--- config.mk ---
export PLATFORM = sky130hd
export DESIGN_NAME = cau_div_step
export DESIGN_NICKNAME = d
export VERILOG_FILES = /design/src/design/assert_macros.svh /design/src/design/cau_pkg.sv /design/src/design/cau_div_step.sv
export SDC_FILE = /design/constraint.sdc
export NUM_CORES = 1
export LEC_CHECK = 0
export ABC_CLOCK_PERIOD_IN_PS = 1400
export BUFFER_PORTS_ARGS = -buffer_cell sky130_fd_sc_hd__buf_2
export CAP_MARGIN = 20
export CORE_MARGIN = 3
export CORE_UTILIZATION = 55
export CTS_CLUSTER_SIZE = 24
export DETAILED_ROUTE_END_ITERATION = 8
export GPL_TIMING_DRIVEN = 0
export PLACE_DENSITY_LB_ADDON = 0.1
export SETUP_SLACK_MARGIN = 0.5
export SKIP_LAST_GASP = 1
export SLEW_MARGIN = 20
export SYNTH_ARGS = -nofsm -noshare
export SYNTH_HDL_FRONTEND = slang
export SYNTH_SLANG_ARGS = --single-unit
--- constraint.sdc ---
create_clock -name clk -period 1.4 [get_ports clk]
set_input_delay 0 -clock clk [delete_from_list [all_inputs] [get_ports clk]]
set_output_delay 0 -clock clk [all_outputs]
set_load 0.02 [all_outputs]
--- src/design/assert_macros.svh ---
// Concurrent assertion helpers, clocked and reset-qualified.
`ifndef ASSERT_MACROS_SVH
`define ASSERT_MACROS_SVH

`ifndef ASSERT_OFF

// prop must hold at every edge out of reset
`define ASSERT_HOLDS(lbl, clk, rst_n, prop) \
    lbl: assert property (@(posedge clk) disable iff (!rst_n) prop) \
        else $error("assertion failed");

// cond must never be true out of reset
`define ASSERT_NEVER(lbl, clk, rst_n, cond) \
    lbl: assert property (@(posedge clk) disable iff (!rst_n) !(cond)) \
        else $error("forbidden condition seen");

`else

`define ASSERT_HOLDS(lbl, clk, rst_n, prop)
`define ASSERT_NEVER(lbl, clk, rst_n, cond)

`endif

`endif

--- src/design/cau_pkg.sv ---
`timescale 1ns / 1ps
`default_nettype none

package cau_pkg;

    localparam int DEF_PART_WIDTH = 16;
    localparam int DEF_FRAC_BITS  = 8;

    typedef enum logic [2:0] {
        OP_ADD = 3'd0,
        OP_SUB = 3'd1,
        OP_MUL = 3'd2,
        OP_DIV = 3'd3,
        OP_EQ  = 3'd4,
        OP_NE  = 3'd5,
        OP_NEG = 3'd6
    } op_t;

    // per-word control travelling down the pipe
    typedef struct packed {
        logic valid;
        logic is_div;
        logic neg_re;
        logic neg_im;
        logic ovf_re;
        logic ovf_im;
        logic cond;
        logic sat;
        logic dz;
    } ctl_t;

endpackage

`default_nettype wire

--- src/design/cau_div_step.sv ---
`timescale 1ns / 1ps
`default_nettype none

// One restoring-division step for both parts, quotient bit SHIFT.
module cau_div_step #(
    parameter int PART_WIDTH = 16,
    parameter int FRAC_BITS  = 8,
    parameter int SHIFT      = 0
) (
    input  wire                                  clk,
    input  wire                                  rst_n,
    input  wire                                  en,
    input  cau_pkg::ctl_t                        ctl_in,
    input  wire  signed [PART_WIDTH-1:0]         res_re_in,
    input  wire  signed [PART_WIDTH-1:0]         res_im_in,
    input  wire  [2*PART_WIDTH-1:0]              den_in,
    input  wire  [2*PART_WIDTH+FRAC_BITS:0]      rem_re_in,
    input  wire  [2*PART_WIDTH+FRAC_BITS:0]      rem_im_in,
    input  wire  [PART_WIDTH-1:0]                quo_re_in,
    input  wire  [PART_WIDTH-1:0]                quo_im_in,
    output cau_pkg::ctl_t                        ctl_out,
    output logic signed [PART_WIDTH-1:0]         res_re_out,
    output logic signed [PART_WIDTH-1:0]         res_im_out,
    output logic [2*PART_WIDTH-1:0]              den_out,
    output logic [2*PART_WIDTH+FRAC_BITS:0]      rem_re_out,
    output logic [2*PART_WIDTH+FRAC_BITS:0]      rem_im_out,
    output logic [PART_WIDTH-1:0]                quo_re_out,
    output logic [PART_WIDTH-1:0]                quo_im_out
);
    import cau_pkg::*;

    localparam int W  = PART_WIDTH;
    localparam int RW = 2*W + FRAC_BITS + 1;
    localparam int CW = RW + W;

    ctl_t                ctl_reg;
    logic signed [W-1:0] re_reg, im_reg;
    logic [2*W-1:0]      den_reg;
    logic [RW-1:0]       rre_reg, rim_reg, rre_next, rim_next;
    logic [W-1:0]        qre_reg, qim_reg, qre_next, qim_next;

    always_comb
    begin
        logic [CW-1:0] dsh;
        logic          ge_re, ge_im;
        dsh   = CW'(den_in) << SHIFT;
        ge_re = CW'(rem_re_in) >= dsh;
        ge_im = CW'(rem_im_in) >= dsh;
        rre_next = ge_re ? RW'(CW'(rem_re_in) - dsh) : rem_re_in;
        rim_next = ge_im ? RW'(CW'(rem_im_in) - dsh) : rem_im_in;
        qre_next = quo_re_in | (W'(ge_re) << SHIFT);
        qim_next = quo_im_in | (W'(ge_im) << SHIFT);
    end

    always_ff @(posedge clk or negedge rst_n)
    begin
        if (!rst_n)
        begin
            ctl_reg <= '0;
        end
        else if (en)
        begin
            ctl_reg <= ctl_in;
        end
    end

    always_ff @(posedge clk)
    begin
        if (en)
        begin
            re_reg  <= res_re_in;
            im_reg  <= res_im_in;
            den_reg <= den_in;
            rre_reg <= rre_next;
            rim_reg <= rim_next;
            qre_reg <= qre_next;
            qim_reg <= qim_next;
        end
    end

    assign ctl_out    = ctl_reg;
    assign res_re_out = re_reg;
    assign res_im_out = im_reg;
    assign den_out    = den_reg;
    assign rem_re_out = rre_reg;
    assign rem_im_out = rim_reg;
    assign quo_re_out = qre_reg;
    assign quo_im_out = qim_reg;

endmodule

`default_nettype wire

==> metrics, run 1 <==
Die X 145 microns; cts bufs inserted 17; YS warnings 0; ys async rst share 0.0481; Err [ERROR DPL-0038] Utilization greater than 100%, impossible to legalize; simple-gate area share of the yosys netlist 0.122; Synth Instances 966; top cells by count, synth edfxtp_1, a21oi_1, nand2_1, nor2_1, ha_1; IO Pins 377; syn avg cell area 11.0 sq um; syn_nets 1222; # rows 50; Netlist cell types 70; Final Wtd Congestion 0.908; IO buf count 376; Post-Synth XOR/XNOR Area 0.0592; pin count of the biggest net entering global routing 49; Die Height 145 microns; Synth Cell Area 0.0106 sq mm; Synth Area in Compound Gates 0.165; post-synth top area cell edfxtp_1; Max clock buf depth 2; Synth top area share 0.503; Exit stage global routing (5_1_grt); main area contributors after synthesis edfxtp_1, ha_1, a21oi_1; adder-cell share of the synthesized area 0.0791; #FFs+latches synth 187; outcome did not finish; combinational family with the most area after synthesis compound AO/OA/AOI/OAI gates; Initial Util 0.565; cell with the most instances after synthesis edfxtp_1; DP HPWL 25500 microns; Synth Flop Type edfxtp_1; Post-synth EDFFs 178; H-tree depth 4; sequential area share after synthesis 0.524; Worst Endpoint after GRT Repair rem_re_out[36]$_DFFE_PP_/D; worst endpoint type sequential cell input; multiplexer share of the synthesized area 0.0178; clock root cell clkbuf_16; Clock Sinks 187
logic make-up after synthesis:
family | Yosys count
compound gates | 274
flops | 187
fa+ha+maj | 66
buf+inv | 86
mux | 17
xor+xnor | 71
simple gates | 265
stage by stage:
| step | util | instances | hold WS (ns) | setup WS, ns | instance area, sq um |
|---|---|---|---|---|---|
| floorplan | - | 966 | -0.296 | -1.03 | 10800 |
| detailed placement | 0.695 | 1603 | -0.133 | -1.55 | 13100 |
| CTS | 0.944 | 1892 | -0.126 | -0.840 | 17800 |
| global placement | 0.693 | 1602 | -0.145 | -2.39 | 13000 |
repair_timing:
item / 4_1_cts
pin swaps: 75
buffers inserted: 62
hold endpoints to repair: 234
setup endpoints to repair: 280
hold buffers: 185
cloned: 11
resized for setup: 399
==> run 2, diff against run 1 <==
--- a/config.mk
+++ b/config.mk
@@ -9,12 +9,10 @@
 export BUFFER_PORTS_ARGS = -buffer_cell sky130_fd_sc_hd__buf_2
 export CAP_MARGIN = 20
 export CORE_MARGIN = 3
-export CORE_UTILIZATION = 55
-export CTS_CLUSTER_SIZE = 24
+export CORE_UTILIZATION = 40
 export DETAILED_ROUTE_END_ITERATION = 8
 export GPL_TIMING_DRIVEN = 0
-export PLACE_DENSITY_LB_ADDON = 0.1
-export SETUP_SLACK_MARGIN = 0.5
+export PLACE_DENSITY_LB_ADDON = 0.15
 export SKIP_LAST_GASP = 1
 export SLEW_MARGIN = 20
 export SYNTH_ARGS = -nofsm -noshare
==> metrics, run 2 <==
Netlist cell types 70; ys async rst share 0.0481; placed inst area 0.0132 sq mm; required time of the critical path 1.58 ns; post-synth top area cell edfxtp_1; sequential area share after synthesis 0.524; Hold Worst Slack -0.0417 ns; vias in the first global route 10.6k; crit path cell chain buf_8 > clkinvlp_4 > buf_6 > ha_4 > nor2b_4 > o21bai_4 > a21o_1 > a21o_4 > o211ai_1 > buf_4 > nand2_4 > or4_4 > xnor2_2; period utilization 1.61; Max Cap Viol 0; failing checks hold timing, setup timing; Fin Setup TNS -59.40 ns; Buf/Inv on CP 4; worst hold path class input port to flip-flop; non-filler cells in the finished layout 1970; critical path arrival 2.43 ns; Final Instance Area 0.0180 sq mm; final setup vio count 84; Initial Util 0.408; DP HPWL 27700 microns; Post-synth EDFFs 178; Std-Cell Core Area 0.0261 sq mm; DP Cell Count 1679; endpoints failing hold 13; Synth Cell Area 0.0106 sq mm; Crit Path Class input port to flip-flop; CP Launch Type input port; IO buf count 376; die area 0.0286 sq mm; Clock Sinks 187; PwrDens 989 mW/mm^2; Die X 169 microns; hold depth 1; Max Slew Vio Count 0; Die Height 169 microns; syn_nets 1222; Worst Clk Skew 0 ns; IO Pins 377; via count 10.5k; routed len/inst 20.6 microns; pin count of the biggest net entering global routing 78; Detail Route Antenna Nets 0; top cells by count, synth edfxtp_1, a21oi_1, nand2_1, nor2_1, ha_1; Synth Instances 966; fin nets 1874; RSZ-0062 raised after global routing yes; cts bufs inserted 17; clock root cell clkbuf_16; Max clock buf depth 2; DR DRC count 0; clock transition at the registers of the reported paths 0.08 ns; Vias/cell 5.33; most frequent cells in the layout buf_2, dlygate4sd3_1, edfxtp_1, buf_4, nor2_1; Total Wirelength 40600 microns; Crit path max-delay family compound AO/OA/AOI/OAI gates; commonest non-fill, non-tap cell in the layout buf_2; CP Capture Type flip-flop; fmax 444 MHz; # rows 59; Worst slew margin 0.553; share of layout cells above drive strength 1 0.478; worst skew pair latency 0.43 ns; CTS tree yes; Stages on worst setup path 13; area added between synthesis and finish 69.4%; syn avg cell area 11.0 sq um; slowest CP cell or4_4; CP Max Fanout 3; H-tree depth 4; min Tclk post-route 2.25 ns; reg2reg path depth 1; outcome finished with violations; drt initial violations 764; Max rail drop VDD 0.825 mV; YS warnings 0; main area contributors after synthesis edfxtp_1, ha_1, a21oi_1; leakage 7.66 nW; grt total ovfl 0; GRT Total Usage 0.268; Synth Flop Type edfxtp_1; first-pass GRT wire length 59400 microns; #FFs+latches synth 187; Slew @ Worst Pin 0.664 ns; Final Wtd Congestion 0.882; Detailed Routing Iterations Pass 1 5; CP max stage delay 0.49 ns; Setup WS post-layout -0.850 ns; Synth top area share 0.503; initial antenna violation count 6; cell with the most instances after synthesis edfxtp_1
==> run 2: kinds of logic (layout without fill, tap and decap cells) <==
| logic type | after synthesis | count (layout) | share of synthesized area |
|---|---|---|---|
| multiplexers | 17 | 17 | 0.0178 |
| XOR/XNOR | 71 | 71 | 0.0592 |
| adder cells (fa/ha/maj) | 66 | 66 | 0.0791 |
| flip-flops | 187 | 187 | 0.524 |
| AO/OA/AOI/OAI | 274 | 274 | 0.165 |
| AND/OR/NAND/NOR | 265 | 265 | 0.122 |
| buffers and inverters | 86 | 751 | 0.0333 |
| other | 0 | 4 | 0 |
==> run 2: final timing paths <==
check                      slack (ns)        endpoint        from
setup / recovery                -0.85  rem_re_out[36]   den_in[1]
hold / removal                  -0.04  rem_im_out[38]          en
setup reg to reg                 0.64      ctl_out[3]  ctl_out[3]
hold reg to reg                  0.50      ctl_out[0]  ctl_out[0]
max in group asynchronous        0.53      ctl_out[0]       rst_n
min in group asynchronous        0.58      ctl_out[8]       rst_n
==> run 2: repair_timing <==
item                                   CTS  global route
endpoints found under the hold margin  223            39
hold buffers                           181             3
pin swaps                               84            56
cloned                                   7             1
setup endpoints to repair               84            84
setup buffers                           59            26
gates resized for setup                273           136
==> run 2: metrics by stage <==
step / total power, W / utilization / worst slack, ns
2_1_floorplan: 0.00983 / - / -1.03
3_3_place_gp: 0.0114 / 0.504 / -2.56
3_5_place_dp: 0.0114 / 0.507 / -1.62
4_1_cts: 0.0175 / 0.664 / -0.808
5_1_grt: 0.0186 / 0.691 / -0.900
6_report: 0.0178 / 0.691 / -0.850
==> run 2: final cells by class <==
type,count,area (sq um)
sequential,187,5570
tap,335,419
timing repair buffer,652,4750
inverter,53,260
clock buffer,18,429
antenna,4,10.0
multi-input combinational,693,6200
clock inverter,14,169
fill,1941,8050
buffer,14,203
==> run 2: layer usage <==
layer,routed length (microns),GRT usage
met4,1330,0.108
met5,25,0
met3,2400,0.0486
met2,20800,0.476
met1,16100,0.321
==> run 2: power breakdown <==
group	leakage [nW]	switching [W]	internal, W
Clock	0.287	0.00248	0.00258
Sequential	1.85	0.000150	0.00688
Combinational	5.52	0.00324	0.00249
No activity file was read; power rests on OpenSTA's default activity.
==> run 3, diff against run 2 <==
--- a/config.mk
+++ b/config.mk
@@ -10,6 +10,7 @@
 export CAP_MARGIN = 20
 export CORE_MARGIN = 3
 export CORE_UTILIZATION = 40
+export CTS_BUF_LIST = sky130_fd_sc_hd__clkbuf_4
 export DETAILED_ROUTE_END_ITERATION = 8
 export GPL_TIMING_DRIVEN = 0
 export PLACE_DENSITY_LB_ADDON = 0.15
==> metrics, run 3 (synthesis gave the netlist of run 2 again) <==
outcome finished with violations; failing checks hold timing, setup timing; crit path from den_in[1]; HP Start den_in[0]; DP HPWL 27700 microns; Crit Path Class input port to flip-flop; via count 10.5k; Total Wirelength 40000 microns; Vias/cell 5.33; critical path arrival 2.45 ns; Hold Worst Slack -0.294 ns; clock transition at the registers of the reported paths 0.16 ns; Sw Pwr 0.00558 W; DR DRC count 0; fin nets 1867; area of the multi-input gates 0.00612 sq mm; period utilization 1.51; Die Height 169 microns; commonest non-fill, non-tap cell in the layout buf_2; endpoints failing hold 8; share of layout cells above drive strength 1 0.457; H-tree depth 4; Finished Core Util 0.677; clock root cell clkbuf_4; Die X 169 microns; area added between synthesis and finish 65.9%; cts bufs inserted 17; Clk pwr share 0.204; IO buf count 376; Initial Util 0.408; Detailed Routing Iterations Pass 1 7; Final Wtd Congestion 0.882; drt initial violations 803; fmax 473 MHz; GRT Total Usage 0.254; most frequent cells in the layout buf_2, dlygate4sd3_1, edfxtp_1, nand2_1, a21oi_1; Max rail drop VDD 0.763 mV; die area 0.0286 sq mm; switch share 0.350; pin count of the biggest net entering global routing 78; required time of the critical path 1.74 ns; worst hold path class input port to flip-flop; reg2reg path depth 1; Internal 0.0104 W; Slew @ Worst Pin 0.652 ns; RSZ-0062 raised after global routing yes; CTS tree yes; Max Used Layer met5; RR Startpoint ctl_out[3]; initial antenna violation count 6; Worst slew margin 0.561; IO Pins 377; leakage 7.40 nW; Fin Setup TNS -44.33 ns; Max clock buf depth 2; hold depth 1; grt total ovfl 0; first-pass GRT wire length 56300 microns; wl on met1 15800 microns; PwrDens 905 mW/mm^2; combinational power share 0.356; Worst Clk Skew 0 ns; routed len/inst 20.4 microns; CP Max Fanout 5; Detail Route Antenna Nets 0; CP Capture Type flip-flop; # rows 59; wire length on met3 2450 microns; Setup WS post-layout -0.712 ns; final setup vio count 84; Std-Cell Core Area 0.0261 sq mm; Power, Total 0.0160 W; Max Slew Vio Count 0; vias in the first global route 10.2k; Clock Sinks 187; FF+latch area 0.00557 sq mm; Max Cap Viol 0; CP Launch Type input port; register share of total power 0.440; min Tclk post-route 2.11 ns; worst skew pair latency 0.58 ns; met2 wire len 20200 microns; Fill cells 1985
==> run 3: cell count changes in the layout (fill, tap and decap cells not counted), sizes merged <==
cell         previous run  this run
clkinvlp                5         6
clkbuf                 22        24
dlygate4sd3           184       194
bufbuf                  0         1
buf                   478       458
inv                    59        58
==> run 3: area by class of cell <==
class	count	share of cell area
diodes	4	0.000568
plain buffers	17	0.0150
clock buffers	18	0.00766
clock inverters	14	0.00958
inverters	53	0.0137
multi-input cells	693	0.347
flip-flops and latches	187	0.316
well taps	335	0.0238
repair buffers	642	0.267
==> run 3: per-stage QoR <==
stage | std cells | hold slack, ns | instance area (sq um) | worst slack, ns
final | 1963 | -0.294 | 17600 | -0.712
after CTS | 1909 | -0.367 | 16000 | -0.683
after detailed placement | 1679 | -0.142 | 13200 | -1.62
after global placement | 1677 | -0.141 | 13100 | -2.56
after global routing | 1963 | -0.338 | 17600 | -0.721
after floorplan | 966 | -0.296 | 10800 | -1.03
==> run 3: worst paths after layout <==
path,endpoint,slack [ns]
max reg2reg,ctl_out[3],0.63
min reg2reg,ctl_out[0],0.53
min,den_out[0],-0.29
max in group asynchronous,ctl_out[0],0.72
min in group asynchronous,ctl_out[3],0.40
max,rem_im_out[35],-0.71
==> run 3: critical path: stages <==
cell and delay (ns):
buf_8 0.08, clkinvlp_4 0.11, buf_12 0.15, ha_4 0.27
nand2b_4 0.05, a2111o_1 0.47, a31oi_4 0.17, a21o_4 0.16
a31o_4 0.18, a31oi_4 0.11, buf_6 0.17, or3_4 0.37
xnor2_2 0.14
==> run 3: power by group through the flow <==
stage	combinational [W]	clock, W	sequential, W
6_report	0.00568	0.00326	0.00702
5_1_grt	0.00606	0.00355	0.00709
4_1_cts	0.00496	0.00335	0.00703
3_5_place_dp	0.00429	0	0.00715
3_3_place_gp	0.00424	0	0.00716
2_1_floorplan	0.00184	0	0.00799
==> run 3: layer usage <==
metal	vias up	global-route usage
met1	5058	0.310
met3	81	0.0486
met2	402	0.450
li1	4914	-
met4	4	0.0900
met5	-	0
==> run 3: timing repair <==
item,in CTS,in global routing
endpoints found under the hold margin,232,21
pin swaps,33,65
setup buffers,23,38
setup endpoints to repair,84,93
hold buffers,181,14
gates resized for setup,93,283
cloned,4,5
==> run 4, diff against run 3 <==
--- a/config.mk
+++ b/config.mk
@@ -9,7 +9,7 @@
 export BUFFER_PORTS_ARGS = -buffer_cell sky130_fd_sc_hd__buf_2
 export CAP_MARGIN = 20
 export CORE_MARGIN = 3
-export CORE_UTILIZATION = 40
+export CORE_UTILIZATION = 35
 export CTS_BUF_LIST = sky130_fd_sc_hd__clkbuf_4
 export DETAILED_ROUTE_END_ITERATION = 8
 export GPL_TIMING_DRIVEN = 0
==> constraint.sdc (replaced) <==
create_clock -name clk -period 1.4 [get_ports clk]
set_input_delay 0.14 -clock clk [delete_from_list [all_inputs] [get_ports clk]]
set_output_delay 0.14 -clock clk [all_outputs]
set_load 0.02 [all_outputs]
==> metrics, run 4 (synthesis gave the netlist of run 2 again) <==
Power, Total 0.0163 W; H-tree depth 4; CTS tree yes; FF+latch area 0.00557 sq mm; DP HPWL 28900 microns; critical path arrival 2.59 ns; GRT Total Usage 0.245; DR DRC count 0; RR Startpoint ctl_out[3]; CP Capture Type flip-flop; pin count of the biggest net entering global routing 65; clock root cell clkbuf_4; Crit Reg-Reg Endpoint ctl_out[3]; clock transition at the registers of the reported paths 0.17 ns; Slew @ Worst Pin 0.571 ns; worst hold path class input port to flip-flop; Clock Sinks 187; die area 0.0325 sq mm; vias in the first global route 10.7k; Die X 180 microns; Worst Clk Skew 0 ns; hold depth 1; Fill cells 2449; Setup WS post-layout -0.820 ns; Std-Cell Core Area 0.0298 sq mm; most frequent cells in the layout buf_2, dlygate4sd3_1, edfxtp_1, buf_6, buf_4; grt total ovfl 0; Max clock buf depth 2; via count 10.4k; switch share 0.346; fin nets 1891; PwrDens 894 mW/mm^2; IO buf count 376; non-filler cells in the finished layout 2042; CP max stage delay 0.49 ns; Internal 0.0107 W; period utilization 1.59; commonest non-fill, non-tap cell in the layout buf_2; register share of total power 0.435; RSZ-0062 raised after global routing yes; drt initial violations 682; area of the multi-input gates 0.00604 sq mm; Detail Route Antenna Nets 0; crit path cell chain buf_2 > inv_1 > ha_4 > nand3_4 > o21bai_4 > a21o_1 > a21o_4 > o211ai_1 > buf_4 > nand2_4 > or4_4 > xnor2_1; required time of the critical path 1.77 ns; dpl ws -1.84 ns; min Tclk post-route 2.22 ns; Initial Util 0.357; leakage 7.64 nW; Max Slew Vio Count 0; Buf/Inv on CP 3; share of layout cells above drive strength 1 0.465; failing checks hold timing, setup timing; Crit Path Class input port to flip-flop; # rows 63; Final Wtd Congestion 0.886; Vias/cell 5.12; Max Cap Viol 0; Worst R2R Setup Slack 0.48 ns; area added between synthesis and finish 71.6%; Fin Setup TNS -58.21 ns; Crit path max-delay family compound AO/OA/AOI/OAI gates; Detailed Routing Iterations Pass 1 5; slowest CP cell or4_4; Clk pwr share 0.198; reg2reg path depth 2; worst skew pair latency 0.60 ns; Worst slew margin 0.614; combinational power share 0.367; DP Cell Count 1734; Die Height 180 microns; first-pass GRT wire length 61900 microns; Max rail drop VDD 0.477 mV; fmax 451 MHz; initial antenna violation count 9; final setup vio count 84; CP Launch Type input port; HP Start en; CP Max Fanout 5; Sw Pwr 0.00565 W; cts bufs inserted 17; IO Pins 377; Total Wirelength 41500 microns; endpoints failing hold 54; routed len/inst 20.3 microns; Hold Worst Slack -0.110 ns; outcome finished with violations; Hold EP rem_im_out[38]
==> run 4: cell count changes in the layout (fill, tap and decap cells not counted), moves of 5 or more <==
cell / before / now
buf_2: 368 / 289
buf_4: 49 / 70
nand2_2: 6 / 15
nor2_2: 4 / 9
buf_6: 18 / 102
a21oi_2: 28 / 33
nand2_1: 68 / 59
==> run 4: worst max-delay path by stage <==
stage / from / to / depth (start not counted)
3_3_place_gp: en / ctl_out[2] / 3
3_5_place_dp: den_in[2] / rem_re_out[14] / 13
6_report: den_in[3] / rem_re_out[36] / 12
5_1_grt: den_in[1] / rem_im_out[31] / 12
2_1_floorplan: den_in[1] / rem_im_out[35] / 11
4_1_cts: den_in[1] / rem_re_out[36] / 12
==> run 4: timing repair <==
| action | 4_1_cts | 5_1_grt |
|---|---|---|
| endpoints found under the hold margin | 249 | 55 |
| setup endpoints to repair | 94 | 192 |
| hold buffers | 191 | 2 |
| gates cloned | 8 | 0 |
| buffers inserted | 60 | 38 |
| pin swaps | 78 | 70 |
| gates resized for setup | 247 | 303 |
==> run 4: final cells by class <==
class,instances,area share
multi-input combinational,693,0.331
sequential,187,0.305
timing repair buffer,667,0.293
tap,390,0.0267
inverter,53,0.0138
buffer,16,0.0131
clock inverter,15,0.00967
clock buffer,17,0.00699
antenna,4,0.000549
==> run 4: power groups by stage <==
stage	combinational, W	clock (W)	sequential, W
final	0.00598	0.00322	0.00710
after detailed placement	0.00431	0	0.00715
after CTS	0.00535	0.00333	0.00703
after global routing	0.00638	0.00358	0.00716
after floorplan	0.00184	0	0.00799
after global placement	0.00428	0	0.00717
==> run 4: worst register-to-register path, cell delays in order (launching register included) <==
cell     delay (ns)
dfrtp_1        0.43
buf_4          0.14
mux2_2         0.26
==> run 4: per-layer routing <==
metal	wire, microns	global-route usage	up-vias
met5	65	0	-
met4	1240	0.0841	10
met3	2560	0.0577	82
met2	21200	0.434	361
met1	16400	0.291	5047
li1	-	-	4948
==> run 4: metrics by stage <==
step / cell area [sq um] / utilization / hold slack (ns)
finish: 18200 / 0.612 / -0.110
global route: 18200 / 0.612 / -0.180
CTS: 17100 / 0.574 / -0.176
detailed placement: 13300 / 0.445 / 0.00582
global placement: 13200 / 0.443 / -0.000375
floorplan: 10800 / - / -0.156
